**config.mk**
```make
export PLATFORM = sky130hd
export DESIGN_NAME = ring_disc_row_span_generator
export DESIGN_NICKNAME = d
export VERILOG_FILES = /design/src/rtl/core/rdsg_pkg.sv /design/src/rtl/core/rdsg_prep.sv /design/src/rtl/core/rdsg_cell.sv /design/src/rtl/core/rdsg_span.sv /design/src/rtl/core/ring_disc_row_span_generator.sv
export SDC_FILE = /design/constraint.sdc
export NUM_CORES = 2
export LEC_CHECK = 0
export ABC_AREA = 0
export BUFFER_PORTS_ARGS = -buffer_cell sky130_fd_sc_hd__buf_2
export CORE_UTILIZATION = 60
export CTS_BUF_LIST = sky130_fd_sc_hd__clkbuf_8 sky130_fd_sc_hd__clkbuf_16
export CTS_CLUSTER_SIZE = 10
export DETAILED_ROUTE_END_ITERATION = 7
export PLACE_DENSITY = 0.77
export REMOVE_ABC_BUFFERS = 1
export SYNTH_ARGS = -nofsm -noshare
export SYNTH_HDL_FRONTEND = slang
export SYNTH_HIERARCHICAL = 1
export SYNTH_SLANG_ARGS = --single-unit
```
**constraint.sdc**
```tcl
create_clock -name i_clk -period 15.3 [get_ports i_clk]
set_input_delay 0.765 -clock i_clk [delete_from_list [all_inputs] [get_ports i_clk]]
set_output_delay 0.765 -clock i_clk [all_outputs]
set_load 0.02 [all_outputs]
```
**src/rtl/core/rdsg_pkg.sv**
```systemverilog
// ----------------------------------------------------------------------------
// rdsg_pkg
// Shared types and constants for the ring/disc row span generator.
// ----------------------------------------------------------------------------
package rdsg_pkg;

    localparam logic [12:0] MAX_DIM       = 13'd4096;
    localparam logic [12:0] RST_WIDTH     = 13'd640;
    localparam logic [12:0] RST_HEIGHT    = 13'd480;
    localparam int          ROOT_BITS     = 12;

    localparam logic [1:0]  CFG_BUF_WIDTH  = 2'd0;
    localparam logic [1:0]  CFG_BUF_HEIGHT = 2'd1;

    // per-row control carried alongside the root cells
    typedef struct packed {
        logic               vis;
        logic               ring;
        logic [11:0]        sy;
        logic signed [13:0] cx;
    } t_side;

    // state of one digit-by-digit square root
    typedef struct packed {
        logic [23:0] rad;
        logic [13:0] rem;
        logic [11:0] root;
    } t_root;

endpackage

```
**src/rtl/core/rdsg_prep.sv**
```systemverilog
// ----------------------------------------------------------------------------
// rdsg_prep
// Front end: visibility tests, then r^2 - dy^2 as (r - dy) * (r + dy).
// ----------------------------------------------------------------------------
module rdsg_prep (
    input  logic                 i_clk,
    input  logic                 i_rst_n,
    input  logic                 i_valid,
    output logic                 o_ready,
    input  logic signed [13:0]   i_center_x,
    input  logic signed [13:0]   i_center_y,
    input  logic [11:0]          i_outer_radius,
    input  logic [11:0]          i_inner_radius,
    input  logic signed [12:0]   i_row_offset,
    input  logic [12:0]          i_height,
    output logic                 o_valid,
    input  logic                 i_ready,
    output rdsg_pkg::t_side      o_side,
    output rdsg_pkg::t_root      o_ro,
    output rdsg_pkg::t_root      o_ri
);

    logic                 r_s1_v;
    rdsg_pkg::t_side      r_s1_side;
    logic [11:0]          r_s1_od;
    logic [12:0]          r_s1_os;
    logic [11:0]          r_s1_id;
    logic [12:0]          r_s1_is;
    logic                 r_s2_v;
    rdsg_pkg::t_side      r_s2_side;
    logic [23:0]          r_s2_rad_o;
    logic [23:0]          r_s2_rad_i;

    logic                 w_rdy1;
    logic                 w_rdy2;
    logic [12:0]          w_ady;
    logic signed [14:0]   w_sy;
    logic                 w_on_screen;
    rdsg_pkg::t_side      n_s1_side;
    logic [24:0]          w_prod_o;
    logic [24:0]          w_prod_i;

    assign w_rdy2  = !r_s2_v || i_ready;
    assign w_rdy1  = !r_s1_v || w_rdy2;
    assign o_ready = w_rdy1;

    always_comb begin
        w_ady = i_row_offset[12] ? 13'(~i_row_offset + 13'sd1) : 13'(i_row_offset);
        w_sy  = 15'(i_center_y) + 15'(i_row_offset);
        w_on_screen = !w_sy[14] && (w_sy[13:0] < {1'b0, i_height});
        n_s1_side.vis  = (i_outer_radius != 12'd0) && (w_ady <= {1'b0, i_outer_radius})
                         && w_on_screen;
        n_s1_side.ring = (i_inner_radius != 12'd0) && (w_ady <= {1'b0, i_inner_radius});
        n_s1_side.sy   = w_sy[11:0];
        n_s1_side.cx   = i_center_x;
    end

    always_ff @(posedge i_clk) begin
        if (!i_rst_n) begin
            r_s1_v <= 1'b0;
        end else if (w_rdy1) begin
            r_s1_v <= i_valid;
        end
    end

    always_ff @(posedge i_clk) begin
        if (w_rdy1 && i_valid) begin
            r_s1_side <= n_s1_side;
            r_s1_od   <= i_outer_radius - w_ady[11:0];
            r_s1_os   <= {1'b0, i_outer_radius} + w_ady;
            r_s1_id   <= i_inner_radius - w_ady[11:0];
            r_s1_is   <= {1'b0, i_inner_radius} + w_ady;
        end
    end

    assign w_prod_o = {13'd0, r_s1_od} * {12'd0, r_s1_os};
    assign w_prod_i = {13'd0, r_s1_id} * {12'd0, r_s1_is};

    always_ff @(posedge i_clk) begin
        if (!i_rst_n) begin
            r_s2_v <= 1'b0;
        end else if (w_rdy2) begin
            r_s2_v <= r_s1_v;
        end
    end

    always_ff @(posedge i_clk) begin
        if (w_rdy2 && r_s1_v) begin
            r_s2_side  <= r_s1_side;
            r_s2_rad_o <= w_prod_o[23:0];
            r_s2_rad_i <= w_prod_i[23:0];
        end
    end

    assign o_valid = r_s2_v;
    assign o_side  = r_s2_side;
    assign o_ro    = '{rad: r_s2_rad_o, rem: 14'd0, root: 12'd0};
    assign o_ri    = '{rad: r_s2_rad_i, rem: 14'd0, root: 12'd0};

endmodule

```
**src/rtl/core/rdsg_cell.sv**
```systemverilog
// ----------------------------------------------------------------------------
// rdsg_cell
// One root digit for the outer and inner square roots, then hand-off.
// ----------------------------------------------------------------------------
module rdsg_cell (
    input  logic             i_clk,
    input  logic             i_rst_n,
    input  logic             i_valid,
    output logic             o_ready,
    input  rdsg_pkg::t_side  i_side,
    input  rdsg_pkg::t_root  i_ro,
    input  rdsg_pkg::t_root  i_ri,
    output logic             o_valid,
    input  logic             i_ready,
    output rdsg_pkg::t_side  o_side,
    output rdsg_pkg::t_root  o_ro,
    output rdsg_pkg::t_root  o_ri
);

    function automatic rdsg_pkg::t_root f_step(input rdsg_pkg::t_root a);
        rdsg_pkg::t_root res;
        logic [14:0]     rem_s;
        logic [14:0]     trial;
        res   = a;
        rem_s = {a.rem[12:0], a.rad[23:22]};
        trial = {1'b0, a.root, 2'b01};
        res.rad = {a.rad[21:0], 2'b00};
        if (rem_s >= trial) begin
            res.rem  = 14'(rem_s - trial);
            res.root = {a.root[10:0], 1'b1};
        end else begin
            res.rem  = rem_s[13:0];
            res.root = {a.root[10:0], 1'b0};
        end
        return res;
    endfunction

    logic             r_v;
    rdsg_pkg::t_side  r_side;
    rdsg_pkg::t_root  r_ro;
    rdsg_pkg::t_root  r_ri;
    logic             w_rdy;

    assign w_rdy   = !r_v || i_ready;
    assign o_ready = w_rdy;

    always_ff @(posedge i_clk) begin
        if (!i_rst_n) begin
            r_v <= 1'b0;
        end else if (w_rdy) begin
            r_v <= i_valid;
        end
    end

    always_ff @(posedge i_clk) begin
        if (w_rdy && i_valid) begin
            r_side <= i_side;
            r_ro   <= f_step(i_ro);
            r_ri   <= f_step(i_ri);
        end
    end

    assign o_valid = r_v;
    assign o_side  = r_side;
    assign o_ro    = r_ro;
    assign o_ri    = r_ri;

endmodule

```
**src/rtl/core/rdsg_span.sv**
```systemverilog
// ----------------------------------------------------------------------------
// rdsg_span
// Back end: span edges and clipping, then hole cut-out and result register.
// ----------------------------------------------------------------------------
module rdsg_span (
    input  logic             i_clk,
    input  logic             i_rst_n,
    input  logic             i_valid,
    output logic             o_ready,
    input  rdsg_pkg::t_side  i_side,
    input  logic [11:0]      i_oh,
    input  logic [11:0]      i_ih,
    input  logic [12:0]      i_width,
    output logic             o_valid,
    input  logic             i_ready,
    output logic             o_row_visible,
    output logic [11:0]      o_screen_row,
    output logic             o_first_valid,
    output logic [12:0]      o_first_left,
    output logic [12:0]      o_first_right,
    output logic             o_second_valid,
    output logic [12:0]      o_second_left,
    output logic [12:0]      o_second_right
);

    logic                r_a_v;
    logic                r_a_vis;
    logic                r_a_ring;
    logic [11:0]         r_a_sy;
    logic signed [14:0]  r_a_l;
    logic signed [14:0]  r_a_rr;
    logic signed [14:0]  r_a_il;
    logic signed [14:0]  r_a_ir;

    logic                r_b_v;
    logic                r_b_vis;
    logic [11:0]         r_b_sy;
    logic                r_b_fv;
    logic [12:0]         r_b_fl;
    logic [12:0]         r_b_fr;
    logic                r_b_sv;
    logic [12:0]         r_b_sl;
    logic [12:0]         r_b_sr;

    logic                w_rdy_a;
    logic                w_rdy_b;
    logic signed [14:0]  w_cx;
    logic signed [14:0]  w_oh;
    logic signed [14:0]  w_ih;
    logic signed [14:0]  w_w;
    logic signed [14:0]  w_l_raw;
    logic signed [14:0]  w_rr_raw;
    logic signed [14:0]  w_lr;
    logic signed [14:0]  w_rl;
    logic signed [14:0]  w_f_end;
    logic                n_fv;
    logic                n_sv;

    assign w_rdy_b = !r_b_v || i_ready;
    assign w_rdy_a = !r_a_v || w_rdy_b;
    assign o_ready = w_rdy_a;

    always_comb begin
        w_cx     = 15'(i_side.cx);
        w_oh     = $signed({3'b000, i_oh});
        w_ih     = $signed({3'b000, i_ih});
        w_w      = $signed({2'b00, i_width});
        w_l_raw  = w_cx - w_oh;
        w_rr_raw = w_cx + w_oh + 15'sd1;
    end

    always_ff @(posedge i_clk) begin
        if (!i_rst_n) begin
            r_a_v <= 1'b0;
        end else if (w_rdy_a) begin
            r_a_v <= i_valid;
        end
    end

    always_ff @(posedge i_clk) begin
        if (w_rdy_a && i_valid) begin
            r_a_vis  <= i_side.vis;
            r_a_ring <= i_side.ring;
            r_a_sy   <= i_side.sy;
            r_a_l    <= w_l_raw[14] ? 15'sd0 : w_l_raw;
            r_a_rr   <= (w_rr_raw > w_w) ? w_w : w_rr_raw;
            r_a_il   <= w_cx - w_ih;
            r_a_ir   <= w_cx + w_ih + 15'sd1;
        end
    end

    always_comb begin
        w_lr    = (r_a_il < r_a_rr) ? r_a_il : r_a_rr;
        w_rl    = (r_a_ir > r_a_l) ? r_a_ir : r_a_l;
        w_f_end = r_a_ring ? w_lr : r_a_rr;
        n_fv    = r_a_vis && (r_a_l < w_f_end);
        n_sv    = r_a_vis && r_a_ring && (w_rl < r_a_rr);
    end

    always_ff @(posedge i_clk) begin
        if (!i_rst_n) begin
            r_b_v <= 1'b0;
        end else if (w_rdy_b) begin
            r_b_v <= r_a_v;
        end
    end

    always_ff @(posedge i_clk) begin
        if (w_rdy_b && r_a_v) begin
            r_b_vis <= r_a_vis;
            r_b_sy  <= r_a_vis ? r_a_sy : 12'd0;
            r_b_fv  <= n_fv;
            r_b_fl  <= n_fv ? r_a_l[12:0] : 13'd0;
            r_b_fr  <= n_fv ? w_f_end[12:0] : 13'd0;
            r_b_sv  <= n_sv;
            r_b_sl  <= n_sv ? w_rl[12:0] : 13'd0;
            r_b_sr  <= n_sv ? r_a_rr[12:0] : 13'd0;
        end
    end

    assign o_valid        = r_b_v;
    assign o_row_visible  = r_b_vis;
    assign o_screen_row   = r_b_sy;
    assign o_first_valid  = r_b_fv;
    assign o_first_left   = r_b_fl;
    assign o_first_right  = r_b_fr;
    assign o_second_valid = r_b_sv;
    assign o_second_left  = r_b_sl;
    assign o_second_right = r_b_sr;

endmodule

```
**src/rtl/core/ring_disc_row_span_generator.sv**
```systemverilog
// ----------------------------------------------------------------------------
// ring_disc_row_span_generator
// Spans of one scanline of a filled disc or ring, with row and column clip.
//
// Input channel (i_valid/o_ready) transfers one row: center, outer and inner
// radius, row offset. Output channel (o_valid/i_ready) transfers one result:
// visible flag, screen row and up to two spans [left, right).
// Config channel (i_cfg_valid/o_cfg_ready, always ready) writes the buffer
// width (index 0) and height (index 1); write only while the block is idle.
// The pipeline has two front-end stages (tests, then the r^2 - dy^2
// multiply), a chain of 12 root cells that each settle one bit of both
// square roots, and two back-end stages for clipping and the result.
// Throughput is one row per cycle unless stalled; every stage holds its
// own valid bit. When the receiver stalls, the pipeline fills up bubble by
// bubble and o_ready drops only once all 16 stages hold a row; nothing is
// dropped. Reset empties the pipeline and sets width 640, height 480.
// ----------------------------------------------------------------------------
module ring_disc_row_span_generator (
    input  logic                i_clk,
    input  logic                i_rst_n,
    input  logic                i_cfg_valid,
    output logic                o_cfg_ready,
    input  logic [1:0]          i_cfg_index,
    input  logic [12:0]         i_cfg_data,
    input  logic                i_valid,
    output logic                o_ready,
    input  logic signed [13:0]  i_center_x,
    input  logic signed [13:0]  i_center_y,
    input  logic [11:0]         i_outer_radius,
    input  logic [11:0]         i_inner_radius,
    input  logic signed [12:0]  i_row_offset,
    output logic                o_valid,
    input  logic                i_ready,
    output logic                o_row_visible,
    output logic [11:0]         o_screen_row,
    output logic                o_first_valid,
    output logic [12:0]         o_first_left,
    output logic [12:0]         o_first_right,
    output logic                o_second_valid,
    output logic [12:0]         o_second_left,
    output logic [12:0]         o_second_right
);

    localparam int NCELL = rdsg_pkg::ROOT_BITS;

    logic [12:0]      r_buffer_width;
    logic [12:0]      r_buffer_height;
    logic [12:0]      w_width;
    logic [12:0]      w_height;

    logic             w_v   [0:NCELL];
    logic             w_rdy [0:NCELL];
    rdsg_pkg::t_side  w_side[0:NCELL];
    rdsg_pkg::t_root  w_ro  [0:NCELL];
    rdsg_pkg::t_root  w_ri  [0:NCELL];

    assign o_cfg_ready = 1'b1;

    always_ff @(posedge i_clk) begin
        if (!i_rst_n) begin
            r_buffer_width  <= rdsg_pkg::RST_WIDTH;
            r_buffer_height <= rdsg_pkg::RST_HEIGHT;
        end else if (i_cfg_valid) begin
            case (i_cfg_index)
                rdsg_pkg::CFG_BUF_WIDTH:  r_buffer_width  <= i_cfg_data;
                rdsg_pkg::CFG_BUF_HEIGHT: r_buffer_height <= i_cfg_data;
                default: ;
            endcase
        end
    end

    assign w_width  = (r_buffer_width > rdsg_pkg::MAX_DIM) ? rdsg_pkg::MAX_DIM
                                                           : r_buffer_width;
    assign w_height = (r_buffer_height > rdsg_pkg::MAX_DIM) ? rdsg_pkg::MAX_DIM
                                                            : r_buffer_height;

    rdsg_prep u_prep (
        .i_clk          (i_clk),
        .i_rst_n        (i_rst_n),
        .i_valid        (i_valid),
        .o_ready        (o_ready),
        .i_center_x     (i_center_x),
        .i_center_y     (i_center_y),
        .i_outer_radius (i_outer_radius),
        .i_inner_radius (i_inner_radius),
        .i_row_offset   (i_row_offset),
        .i_height       (w_height),
        .o_valid        (w_v[0]),
        .i_ready        (w_rdy[0]),
        .o_side         (w_side[0]),
        .o_ro           (w_ro[0]),
        .o_ri           (w_ri[0])
    );

    for (genvar k = 0; k < NCELL; k++) begin : g_cell
        rdsg_cell u_cell (
            .i_clk   (i_clk),
            .i_rst_n (i_rst_n),
            .i_valid (w_v[k]),
            .o_ready (w_rdy[k]),
            .i_side  (w_side[k]),
            .i_ro    (w_ro[k]),
            .i_ri    (w_ri[k]),
            .o_valid (w_v[k+1]),
            .i_ready (w_rdy[k+1]),
            .o_side  (w_side[k+1]),
            .o_ro    (w_ro[k+1]),
            .o_ri    (w_ri[k+1])
        );
    end

    rdsg_span u_span (
        .i_clk          (i_clk),
        .i_rst_n        (i_rst_n),
        .i_valid        (w_v[NCELL]),
        .o_ready        (w_rdy[NCELL]),
        .i_side         (w_side[NCELL]),
        .i_oh           (w_ro[NCELL].root),
        .i_ih           (w_ri[NCELL].root),
        .i_width        (w_width),
        .o_valid        (o_valid),
        .i_ready        (i_ready),
        .o_row_visible  (o_row_visible),
        .o_screen_row   (o_screen_row),
        .o_first_valid  (o_first_valid),
        .o_first_left   (o_first_left),
        .o_first_right  (o_first_right),
        .o_second_valid (o_second_valid),
        .o_second_left  (o_second_left),
        .o_second_right (o_second_right)
    );

endmodule
```
==> reports/qor.log <==
INFO  worst_setup_path cp.arrival=6.46ns
INFO  worst_setup_path worst_setup_path_endpoint=u_prep/r_s2_rad_o[22]
INFO  final_layout   flow.area_growth_from_synthesis=8.35%
INFO  worst_setup_path critical_path.max_fanout=24
INFO  worst_setup_path cp.required=15.84ns
INFO  floorplan      initial_core_util=60.5%
INFO  cts            cts.root.buffer_cell=clkbuf_16
INFO  floorplan      die_width=377um
INFO  timing         maxSlewViolCount=0
INFO  drt            detail_route.iter0.violations=3472
INFO  timing         hold_violations=0
INFO  floorplan      design.core.area=140000um2
INFO  cts            clkSinkCount=1508
INFO  final_layout   finalNetCount=8017
INFO  worst_hold_path hold_sp=i_center_x[5]
INFO  cts            postCtsSetupBuffers=0
INFO  cts            worstSkewPairLatency=0.80ns
INFO  cts            cts-htree-levels=4
INFO  floorplan      chipHeight=377um
INFO  cts            cts_max_path_buffers=3
INFO  floorplan      fp.dieArea=142000um2
INFO  drt            wl_per_cell=18.0um
INFO  timing         report.final.setup_viol=0
INFO  cts            post_cts_resized=0
INFO  global_routing globalRoute.totalOverflow=0
INFO  drt            avgViaCountPerCell=5.66
INFO  worst_setup_path critical_path.slowest_cell=edfxtp_1
INFO  drt            drt-pass1-iter-count=6
INFO  worst_hold_path min_path_type=in2reg
INFO  worst_setup_path cp-startpoint=u_prep/r_s1_od[0]
INFO  worst_setup_path path_common_cell=fa_1
INFO  power_and_ir_drop worst_ir_drop_vdd=0.529mV
INFO  placement      hpwlAfterDp=119000um
INFO  worst_setup_path stages_on_the_worst_setup_path=17
INFO  cts            cts_tree=built
INFO  cts            clk_transition_reported_paths=0.05ns
INFO  worst_setup_path worstPathCellList=nand2_1 -> fa_1 -> fa_1 -> inv_1 -> fa_1 -> fa_1 -> inv_1 -> fa_1 -> inv_1 -> ha_1 -> o21ai_0 -> or2_2 -> a211oi_1 -> o21ai_1 -> a21oi_1 -> a221oi_1 -> xnor2_1
INFO  power_and_ir_drop power_density=179nW/um2
INFO  status         result_of_the_run=finished, final reports clean
INFO  drt            detail-route-antenna-nets=0
INFO  worst_setup_path criticalPathCategory=reg2reg
INFO  timing         worstMarginPinSlew=1.26ns
INFO  worst_setup_path rr_startpoint=u_prep/r_s1_od[0]
INFO  timing         finalCritPeriodShare=38.7%
INFO  cts            cts_made_buffers=173
INFO  run            max_cap_viol_count=0
INFO  worst_setup_path critical-path-max-stage-delay=0.79ns
INFO  global_routing grt_pass1_wl=262000um
INFO  timing         slew_headroom=15.7%
INFO  yosys          post_synth_inst_count=6868
INFO  placement      io_buffer_count=153
INFO  cts            cts-hold-fix-buffers=0
INFO  worst_setup_path cp_num_buf_inv=3
INFO  drt            drc=0
INFO  yosys          synth_warnings=6
INFO  global_routing antenna_found_initial=11
INFO  drt            num_vias=50885
INFO  timing         unrepaired_setup_endpoints_after_global_routing=false
INFO  global_routing first_global_vias=50922
INFO  global_routing groute.usage.overall=23.0%
INFO  final_layout   drive_gt1_share=7.89%
INFO  timing         holdWs=0.153ns
INFO  worst_setup_path r2r.worst_path.cells=17
INFO  floorplan      design.portCount=155
INFO  power_and_ir_drop leakagePower=0.0371uW
INFO  timing         min_period=5.92ns
INFO  worst_setup_path reg2reg_slack=9.38ns
INFO  worst_setup_path startpoint_type=flop
INFO  floorplan      floorplan.rows=137
INFO  drt            postRouteWirelength=161000um
INFO  worst_setup_path reg2reg_to=u_prep/r_s2_rad_o[22]
INFO  worst_setup_path cp_top_delay_family=adder cells
INFO  yosys          mappedNetlistArea=84500um2
INFO  yosys          synth.avg_cell_area=12.3um2
INFO  worst_setup_path cp-end-kind=flop
INFO  global_routing grt_max_degree=87
INFO  timing         finClkSkew=0.0364ns
INFO  timing         setup_tns=0ns
INFO  placement      gpl.final_weighted_congestion=0.937
INFO  timing         fmax=169MHz
==> stage by stage <==
stage / total power (uW) / setup WS [ns] / util (%) / instances / area (um2)
2_1_floorplan: 11300 / 9.06 / - / 6683 / 83400
3_3_place_gp: 12600 / 9.52 / 62.1 / 8739 / 86800
3_5_place_dp: 12800 / 9.38 / 62.1 / 8739 / 86800
4_1_cts: 16400 / 9.35 / 65.5 / 8986 / 91600
5_1_grt: 17700 / 8.89 / 65.5 / 8987 / 91600
6_report: 16400 / 9.38 / 65.6 / 8988 / 91600
==> power by group <==
part	internal (uW)	switching, uW
Clock	2040	1520
Sequential	5060	142
Combinational	3280	4310
Total	10400	5970
==> state kept, by name (all words and copies together) (netlist names), 13 cells and up <==
signal	cells
u_span/r_a_il	15
u_span/o_second_right	13
u_prep/r_s1_side	28
u_span/r_a_rr	15
g_cell.u_cell/o_ro	419
u_span/o_first_right	13
u_span/r_a_l	14
r_buffer_height	13
g_cell.u_cell/o_side	336
u_span/o_second_left	13
u_prep/o_side	28
u_span/o_first_left	13
u_prep/r_s2_rad_o	24
r_buffer_width	13
g_cell.u_cell/o_ri	419
u_span/r_a_ir	15
u_prep/r_s2_rad_i	24
==> placed cells by master, fill, tap and decap left out, types with 69 or more instances in the layout <==
cell,n
o21ai_0,135
nor2b_1,108
nand2_1,460
inv_1,957
o21ai_1,108
a21oi_1,373
buf_2,153
edfxtp_1,1466
nor2_1,290
a21o_1,76
ha_1,667
o211ai_1,74
xor2_1,101
xnor2_1,237
nor3_1,102
mux2_1,140
nand2b_1,69
clkbuf_16,174
and2_1,123
mux2i_1,82
fa_1,227
==> cell type report <==
class	instances	area, um2
timing repair buffer	180	968
clock buffer	174	4350
fill	9956	48100
tap	1876	2350
multi-input combinational	4266	35200
clock inverter	73	449
antenna	2	5.00
sequential	1508	44900
inverter	909	3410
==> how the worst min path moves through the flow <==
| stage | endpoint | cells past startpoint |
|---|---|---|
| after floorplan | g_cell[0].u_cell/o_ri[28] | 0 |
| after global placement | g_cell[1].u_cell/o_side[15] | 0 |
| after detailed placement | g_cell[0].u_cell/o_ri[39] | 0 |
| after CTS | u_prep/r_s1_side[0] | 1 |
| after global routing | u_prep/r_s1_side[0] | 1 |
| final | u_prep/r_s1_side[5] | 1 |
==> layer usage <==
metal	global-route usage, %	wire (um)	up-vias
li1	-	-	24572
met1	30.8	71500	24689
met2	38.6	77400	1344
met3	3.48	7920	278
met4	7.41	4460	2
met5	0	13	-
==> worst register-to-register path, cell delays in order, from the launching register on <==
cell	delay, ns
edfxtp_1	0.79
nand2_1	0.18
fa_1	0.54
fa_1	0.54
inv_1	0.05
fa_1	0.50
fa_1	0.55
inv_1	0.05
fa_1	0.52
inv_1	0.04
ha_1	0.29
o21ai_0	0.10
or2_2	0.31
a211oi_1	0.30
o21ai_1	0.16
a21oi_1	0.42
a221oi_1	0.19
xnor2_1	0.15
(Power assumes the default switching activity.)
